**config.mk**
```make
export PLATFORM = sky130hd
export DESIGN_NAME = at_response_checker_top
export DESIGN_NICKNAME = d
export VERILOG_FILES = /design/src/rtl/core/atrc_pkg.sv /design/src/rtl/core/atrc_in_stage.sv /design/src/rtl/core/atrc_core.sv /design/src/rtl/core/at_response_checker_top.sv
export SDC_FILE = /design/constraint.sdc
export NUM_CORES = 1
export LEC_CHECK = 0
export BUFFER_PORTS_ARGS = -buffer_cell sky130_fd_sc_hd__buf_2
export CORE_AREA = 4 4 134 136
export CTS_CLUSTER_DIAMETER = 80
export DETAILED_ROUTE_END_ITERATION = 7
export DIE_AREA = 0 0 138 140
export GPL_TIMING_DRIVEN = 0
export PLACE_DENSITY = 0.76
export SYNTH_ARGS = -nofsm -noshare
export SYNTH_HDL_FRONTEND = slang
export SYNTH_SLANG_ARGS = --single-unit
```
**constraint.sdc**
```tcl
create_clock -name clk -period 10.61 [get_ports clk]
set_input_delay 1.061 -clock clk [delete_from_list [all_inputs] [get_ports clk]]
set_output_delay 1.061 -clock clk [all_outputs]
set_load 0.02 [all_outputs]
```
**src/rtl/core/atrc_pkg.sv**
```systemverilog
// Types and constants shared by the AT response checker modules.
package atrc_pkg;

    localparam int HEAD_LEN   = 5;
    localparam int TAIL_DEPTH = 9;
    localparam int OK_TAIL    = 6;
    localparam int ERR_TAIL   = 9;

    localparam logic [1:0] OP_START = 2'd0;
    localparam logic [1:0] OP_BYTE  = 2'd1;
    localparam logic [1:0] OP_TICK  = 2'd2;

    localparam logic [1:0] ST_OK       = 2'd0;
    localparam logic [1:0] ST_TIMEOUT  = 2'd1;
    localparam logic [1:0] ST_OVERFLOW = 2'd2;
    localparam logic [1:0] ST_ERROR    = 2'd3;

    localparam logic CFG_TIMEOUT = 1'b0;
    localparam logic CFG_BUFFER  = 1'b1;

    localparam logic [7:0] CHAR_CR = 8'h0D;
    localparam logic [7:0] CHAR_LF = 8'h0A;

    localparam logic [7:0] END_OK [OK_TAIL] = '{8'h0D, 8'h0A, 8'h4F, 8'h4B, 8'h0D, 8'h0A};
    localparam logic [7:0] END_ERR [ERR_TAIL] =
        '{8'h0D, 8'h0A, 8'h45, 8'h52, 8'h52, 8'h4F, 8'h52, 8'h0D, 8'h0A};
    localparam logic [7:0] START_OK [2] = '{8'h4F, 8'h4B};
    localparam logic [7:0] START_ERR [HEAD_LEN] = '{8'h45, 8'h52, 8'h52, 8'h4F, 8'h52};

    typedef enum logic [1:0] {
        PH_IDLE,
        PH_ECHO,
        PH_BLANK,
        PH_GATHER
    } phase_t;

    typedef struct packed {
        logic [1:0] op;
        logic [7:0] rx_byte;
    } item_t;

    typedef struct packed {
        logic       valid;
        logic [1:0] status;
    } res_t;

endpackage

```
**src/rtl/core/atrc_in_stage.sv**
```systemverilog
// Input register stage of the AT response checker.
module atrc_in_stage
    import atrc_pkg::*;
(
    input  logic       clk,
    input  logic       rst_n,
    input  logic       item_valid,
    output logic       item_stall,
    input  logic [1:0] op,
    input  logic [7:0] rx_byte,
    input  logic       advance,
    output logic       held_valid,
    output item_t      held_item
);

    logic  valid_reg;
    logic  valid_next;
    item_t item_reg;
    logic  load;

    assign item_stall = valid_reg && !advance;
    assign load       = item_valid && !item_stall;

    always_comb
    begin
        valid_next = valid_reg;
        if (load)
        begin
            valid_next = 1'b1;
        end
        else if (advance)
        begin
            valid_next = 1'b0;
        end
    end

    always_ff @(posedge clk or negedge rst_n)
    begin
        if (!rst_n)
        begin
            valid_reg <= 1'b0;
        end
        else
        begin
            valid_reg <= valid_next;
        end
    end

    always_ff @(posedge clk)
    begin
        if (load)
        begin
            item_reg.op      <= op;
            item_reg.rx_byte <= rx_byte;
        end
    end

    assign held_valid = valid_reg;
    assign held_item  = item_reg;

endmodule

```
**src/rtl/core/atrc_core.sv**
```systemverilog
// Line splitter, text tracker and response matcher of the AT response checker.
module atrc_core
    import atrc_pkg::*;
(
    input  logic        clk,
    input  logic        rst_n,
    input  logic        fire,
    input  item_t       item,
    input  logic [15:0] timeout_ticks,
    input  logic [7:0]  buf_cap,
    output res_t        res
);

    phase_t      phase_reg, phase_next;
    logic [15:0] tick_reg, tick_next;
    logic [7:0]  text_len_reg, text_len_next;
    logic [7:0]  line_len_reg, line_len_next;
    logic [7:0]  head_reg [HEAD_LEN];
    logic [7:0]  head_next [HEAD_LEN];
    logic [7:0]  tail_reg [TAIL_DEPTH];
    logic [7:0]  tail_next [TAIL_DEPTH];

    logic [7:0]  app_head [HEAD_LEN];
    logic [7:0]  app_tail [TAIL_DEPTH];
    logic [7:0]  app_text;
    logic [7:0]  app_line;
    logic [15:0] tick_inc;
    logic        full;
    logic        ok_tail, ok_head, err_head, err_tail;

    // appended view of the text for a received byte
    always_comb
    begin
        for (int i = 0; i < HEAD_LEN; i++)
        begin
            app_head[i] = (text_len_reg == 8'(i)) ? item.rx_byte : head_reg[i];
        end
        for (int i = 0; i < TAIL_DEPTH - 1; i++)
        begin
            app_tail[i] = tail_reg[i + 1];
        end
        app_tail[TAIL_DEPTH - 1] = item.rx_byte;
        app_text = text_len_reg + 8'd1;
        app_line = (line_len_reg == 8'hFF) ? line_len_reg : line_len_reg + 8'd1;
        tick_inc = (tick_reg == 16'hFFFF) ? tick_reg : tick_reg + 16'd1;
        full     = ({1'b0, text_len_reg} + 9'd1) >= {1'b0, buf_cap};

        ok_tail = (app_text >= 8'(OK_TAIL));
        for (int i = 0; i < OK_TAIL; i++)
        begin
            if (app_tail[TAIL_DEPTH - OK_TAIL + i] != END_OK[i])
            begin
                ok_tail = 1'b0;
            end
        end
        err_tail = (app_text >= 8'(ERR_TAIL));
        for (int i = 0; i < ERR_TAIL; i++)
        begin
            if (app_tail[TAIL_DEPTH - ERR_TAIL + i] != END_ERR[i])
            begin
                err_tail = 1'b0;
            end
        end
        ok_head = (app_text >= 8'd2) && (app_head[0] == START_OK[0])
                  && (app_head[1] == START_OK[1]);
        err_head = (app_text >= 8'(HEAD_LEN));
        for (int i = 0; i < HEAD_LEN; i++)
        begin
            if (app_head[i] != START_ERR[i])
            begin
                err_head = 1'b0;
            end
        end
    end

    always_comb
    begin
        logic do_clear;
        do_clear      = 1'b0;
        phase_next    = phase_reg;
        tick_next     = tick_reg;
        text_len_next = text_len_reg;
        line_len_next = line_len_reg;
        head_next     = head_reg;
        tail_next     = tail_reg;
        res.valid     = 1'b0;
        res.status    = ST_OK;

        if (fire)
        begin
            if (item.op == OP_START)
            begin
                phase_next = PH_ECHO;
                do_clear   = 1'b1;
            end
            else if (phase_reg != PH_IDLE && item.op == OP_TICK)
            begin
                tick_next = tick_inc;
                if (tick_inc >= timeout_ticks)
                begin
                    res.valid  = 1'b1;
                    res.status = ST_TIMEOUT;
                    phase_next = PH_IDLE;
                end
            end
            else if (phase_reg != PH_IDLE && item.op == OP_BYTE)
            begin
                if (full)
                begin
                    if (phase_reg == PH_ECHO)
                    begin
                        phase_next = PH_BLANK;
                        do_clear   = 1'b1;
                    end
                    else
                    begin
                        res.valid  = 1'b1;
                        res.status = ST_OVERFLOW;
                        phase_next = PH_IDLE;
                    end
                end
                else
                begin
                    head_next     = app_head;
                    tail_next     = app_tail;
                    text_len_next = app_text;
                    line_len_next = app_line;
                    if (item.rx_byte == CHAR_LF)
                    begin
                        tick_next = '0;
                        priority if (phase_reg == PH_ECHO)
                        begin
                            phase_next = PH_BLANK;
                            do_clear   = 1'b1;
                        end
                        else if (phase_reg == PH_BLANK && app_line == 8'd2)
                        begin
                            do_clear = 1'b1;
                        end
                        else if (ok_tail || ok_head)
                        begin
                            res.valid  = 1'b1;
                            res.status = ST_OK;
                            phase_next = PH_IDLE;
                        end
                        else if (err_head || err_tail)
                        begin
                            res.valid  = 1'b1;
                            res.status = ST_ERROR;
                            phase_next = PH_IDLE;
                        end
                        else
                        begin
                            phase_next    = PH_GATHER;
                            line_len_next = '0;
                        end
                    end
                end
            end
        end

        if (do_clear)
        begin
            tick_next     = '0;
            text_len_next = '0;
            line_len_next = '0;
            for (int i = 0; i < HEAD_LEN; i++)
            begin
                head_next[i] = '0;
            end
            for (int i = 0; i < TAIL_DEPTH; i++)
            begin
                tail_next[i] = '0;
            end
        end
    end

    always_ff @(posedge clk or negedge rst_n)
    begin
        if (!rst_n)
        begin
            phase_reg    <= PH_IDLE;
            tick_reg     <= '0;
            text_len_reg <= '0;
            line_len_reg <= '0;
            for (int i = 0; i < HEAD_LEN; i++)
            begin
                head_reg[i] <= '0;
            end
            for (int i = 0; i < TAIL_DEPTH; i++)
            begin
                tail_reg[i] <= '0;
            end
        end
        else
        begin
            phase_reg    <= phase_next;
            tick_reg     <= tick_next;
            text_len_reg <= text_len_next;
            line_len_reg <= line_len_next;
            head_reg     <= head_next;
            tail_reg     <= tail_next;
        end
    end

`ifndef SYNTHESIS
    a_idle_after_result: assert property (@(posedge clk) disable iff (!rst_n)
        res.valid |=> phase_reg == PH_IDLE)
        else $error("checker not idle after reporting");

    a_start_clears: assert property (@(posedge clk) disable iff (!rst_n)
        fire && item.op == OP_START |=>
            phase_reg == PH_ECHO && tick_reg == '0 && text_len_reg == '0)
        else $error("start transaction did not clear the text");

    a_line_within_text: assert property (@(posedge clk) disable iff (!rst_n)
        line_len_reg <= text_len_reg)
        else $error("line length exceeds text length");
`endif

endmodule

```
**src/rtl/core/at_response_checker_top.sv**
```systemverilog
// Top level of the AT response checker: configuration, input stage, core and result register.
// One transaction is taken per clock cycle unless item_stall holds it back. A result
// passes from its accepted input transaction through the input register, then the result
// register, and is held until taken; the state update for each byte or tick is made
// from the input register. Registers timeout_ticks (index 0) and the buffer capacity
// (index 1) are written through the cfg port, which is always ready, and should be
// changed only while no check is in progress.
module at_response_checker_top
    import atrc_pkg::*;
(
    input  logic        clk,
    input  logic        rst_n,
    input  logic        item_valid,
    output logic        item_stall,
    input  logic [1:0]  op,
    input  logic [7:0]  rx_byte,
    output logic        result_valid,
    input  logic        result_stall,
    output logic [1:0]  status,
    input  logic        cfg_valid,
    output logic        cfg_ready,
    input  logic        cfg_index,
    input  logic [15:0] cfg_data
);

    logic [15:0] timeout_ticks_reg;
    logic [7:0]  buf_cap_reg;
    logic        result_valid_reg;
    logic [1:0]  status_reg;
    logic        advance;
    logic        held_valid;
    item_t       held_item;
    res_t        res;

    assign cfg_ready = 1'b1;
    assign advance   = !(result_valid_reg && result_stall);

    always_ff @(posedge clk or negedge rst_n)
    begin
        if (!rst_n)
        begin
            timeout_ticks_reg <= 16'd20000;
            buf_cap_reg       <= 8'd128;
        end
        else if (cfg_valid && cfg_ready)
        begin
            unique case (cfg_index)
                CFG_TIMEOUT: timeout_ticks_reg <= cfg_data;
                CFG_BUFFER:  buf_cap_reg       <= cfg_data[7:0];
                default:     ;
            endcase
        end
    end

    atrc_in_stage u_in_stage
    (
        .clk        (clk),
        .rst_n      (rst_n),
        .item_valid (item_valid),
        .item_stall (item_stall),
        .op         (op),
        .rx_byte    (rx_byte),
        .advance    (advance),
        .held_valid (held_valid),
        .held_item  (held_item)
    );

    atrc_core u_core
    (
        .clk           (clk),
        .rst_n         (rst_n),
        .fire          (held_valid && advance),
        .item          (held_item),
        .timeout_ticks (timeout_ticks_reg),
        .buf_cap       (buf_cap_reg),
        .res           (res)
    );

    always_ff @(posedge clk or negedge rst_n)
    begin
        if (!rst_n)
        begin
            result_valid_reg <= 1'b0;
        end
        else if (advance)
        begin
            result_valid_reg <= res.valid;
        end
    end

    always_ff @(posedge clk)
    begin
        if (advance && res.valid)
        begin
            status_reg <= res.status;
        end
    end

    assign result_valid = result_valid_reg;
    assign status       = status_reg;

endmodule

```
==> impl_metrics.json <==
{
  "status": "finished, final reports clean",
  "globalplace.congestion": 0.876,
  "syn-cell-area_um2": 9140,
  "synth-seq-cells": 176,
  "routed_wl_um": 21900,
  "clock.fmax_mhz": 227,
  "cts_tree": "yes",
  "syn_inst": 956,
  "placeableCoreArea_um2": 16900,
  "cts-root-buf": "clkbuf_16",
  "nNetsFinal": 1075,
  "drive_above_1_share_pct": 12.9,
  "ys_types": 70,
  "holdBufCountCts": 0,
  "drt-initial-drc-count": 522,
  "finalPower_uw": 1860,
  "timing.final.crit_period_ns": 4.41,
  "largest_reg_flops": 64,
  "numCtsBuffers": 17,
  "synth_most_common_cell": "dfrtp_1",
  "drt_pass1_iterations": 6,
  "die-area_um2": 19300,
  "gr-usage-all-layers_pct": 23.0,
  "path_class": "reg -> reg",
  "dpl.hpwl_um": 15000,
  "stdcell_count": 1249,
  "start_util_pct": 54.0,
  "critPathLaunchType": "register",
  "tightest_slew_ns": 0.809,
  "tns_ns": 0,
  "synth_seq_area_share_pct": 48.9,
  "ios": 37,
  "cts.repair.resized": 0,
  "worst_ep_arrival_time_ns": 4.57,
  "finalSetupViolCount": 0,
  "vias": 7360,
  "synth_async_sr_flop_share_pct": 93.2,
  "finalMaxSlewViolations": 0,
  "clkLatencyLatePin_ns": 0.44,
  "ir_drop_mv": 0.183,
  "dp.cells": 1217,
  "placed_area_um2": 9630,
  "synth-edff-count": 12,
  "die_y_um": 140,
  "syn_to_final_growth_pct": 12.0,
  "rsz0062_at_grt": "false",
  "grt_pass1_vias": 7221,
  "clk_pin_slew_worst_paths_ns": 0.07,
  "clockBufferDepth": 2,
  "postCtsSetupRepairBufs": 0,
  "grt_pass1_wl_um": 36700,
  "rows": 48,
  "ys.flop_type": "dfrtp_1",
  "die_width_um": 138,
  "wire_per_inst_um": 17.6,
  "drc": 0,
  "cts_sinks": 176,
  "drv_cap": 0,
  "critPathCaptureType": "register",
  "hold_viol": 0,
  "io_buffers": 35,
  "synth_area_leaders": "dfrtp_1 43%, nand2_1 6.2%, a21oi_1 4.4%",
  "worstPathRequired_ns": 10.77,
  "viasPerCell": 5.89,
  "synth_common_cells": "158 x dfrtp_1, 150 x nand2_1, 81 x a21oi_1, 63 x o21ai_0, 57 x nor2_1",
  "gr-total-overflow": 0,
  "fin_crit_sh_pct": 41.5,
  "yosys.area.top_type": "dfrtp_1",
  "grt_max_degree": 88,
  "final_area_um2": 10200,
  "hold_class": "reg -> reg",
  "relSlewSlack_pct": 46.0,
  "leakage_uw": 0.00465,
  "num_antenna_cells": 0,
  "syn_area_per_cell_um2": 9.56,
  "synth_top_area_share_pct": 43.3,
  "htreeDepth": 4,
  "antenna_found_initial": 0,
  "syn-num-nets": 1020,
  "yosysWarnings": 0,
  "finClkSkew_ns": 0.0109,
  "powerDensity_nw_per_um2": 181,
  "critPathMaxFanout": 7,
  "ant_nets": 0
}
-- kinds of logic (layout without fill, tap and decap cells) --
family / Yosys count / in the layout / synth area share, %
AND/OR/NAND/NOR: 362 / 362 / 20.2
AO/OA/AOI/OAI: 235 / 235 / 16.1
flip-flops: 176 / 176 / 48.9
buffers and inverters: 97 / 165 / 4.72
adder cells (fa/ha/maj): 32 / 32 / 4.38
multiplexers: 30 / 30 / 3.44
XOR/XNOR: 23 / 23 / 2.20
other: 1 / 1 / 0.0410
-- metrics by stage --
step                worst slack, ns  utilization, %  hold WS [ns]
floorplan                      6.94               -         0.465
global placement               5.89            56.7         0.486
detailed placement             6.30            56.9         0.489
CTS                            6.27            60.4         0.510
global route                   5.92            60.4         0.526
finish                         6.20            60.4         0.504
-- path summary, 6_finish.rpt --
check,startpoint,endpoint,cells past startpoint,slack (ns)
worst max-delay path,u_core.tick_reg[2],status[0],17,6.20
worst max register to register,u_core.tick_reg[2],status[0],17,6.20
max in group asynchronous,rst_n,u_core.app_tail[28],2,9.16
min in group asynchronous,rst_n,buf_cap_reg[6],1,0.60
worst min-delay path,buf_cap_reg[4],buf_cap_reg[4],1,0.50
worst min register to register,buf_cap_reg[4],buf_cap_reg[4],1,0.50
-- critical path, stage by stage (launching register included) --
cell,delay (ns)
dfrtp_1,0.32
clkbuf_2,0.17
nand4_1,0.16
nor3_2,0.34
nand3_1,0.20
or3_1,0.36
clkbuf_1,0.16
and4b_1,0.24
and3_1,0.24
xor2_1,0.16
ha_1,0.30
a21oi_1,0.13
nor2_1,0.06
a211oi_1,0.16
o21ai_0,0.13
a221oi_1,0.74
a21o_1,0.18
o22ai_1,0.10
-- power breakdown --
group          switching [uW]  internal [uW]  leakage, uW
combinational             235            141      0.00204
sequential               69.2            763      0.00232
clock                     282            366     0.000288
-- area by class of cell --
type | instances | area, um2
Fill cell | 1432 | 6700
Sequential cell | 176 | 4470
Multi-Input combinational cell | 683 | 4240
Clock buffer | 20 | 458
Buffer | 61 | 297
Tap cell | 225 | 282
Timing Repair Buffer | 36 | 213
Clock inverter | 12 | 145
Inverter | 36 | 135
-- per-layer routing --
metal / vias to the layer above / global-route usage [%] / routed length, um
met2: 239 / 36.7 / 10300
met5: - / 0 / 0
met3: 35 / 4.71 / 1200
li1: 3507 / - / -
met1: 3579 / 33.1 / 10100
met4: 0 / 4.89 / 308
-- cell usage in the layout, fill, tap and decap left out, drive strengths merged, types with 4 or more instances in the layout --
cell type and instances:
dfstp 6, mux2i 19, edfxtp 12, and3 12, nand2b 9, a22o 32
buf 62, nor4bb 8, nor3 19, nor2 59, a21oi 82, xnor2 11
nand3 32, mux2 11, inv 41, or4 4, xor2 12, nor4 7
or2 4, nor2b 5, dfrtp 158, nand2 150, a31oi 8, nand4 17
ha 32, o22ai 4, o31ai 7, nor4b 10, o21ai 63, o211ai 6
a21o 8, nor3b 4, nand4b 4, or3 5, clkbuf 55
No activity file was read; power rests on OpenSTA's default activity.
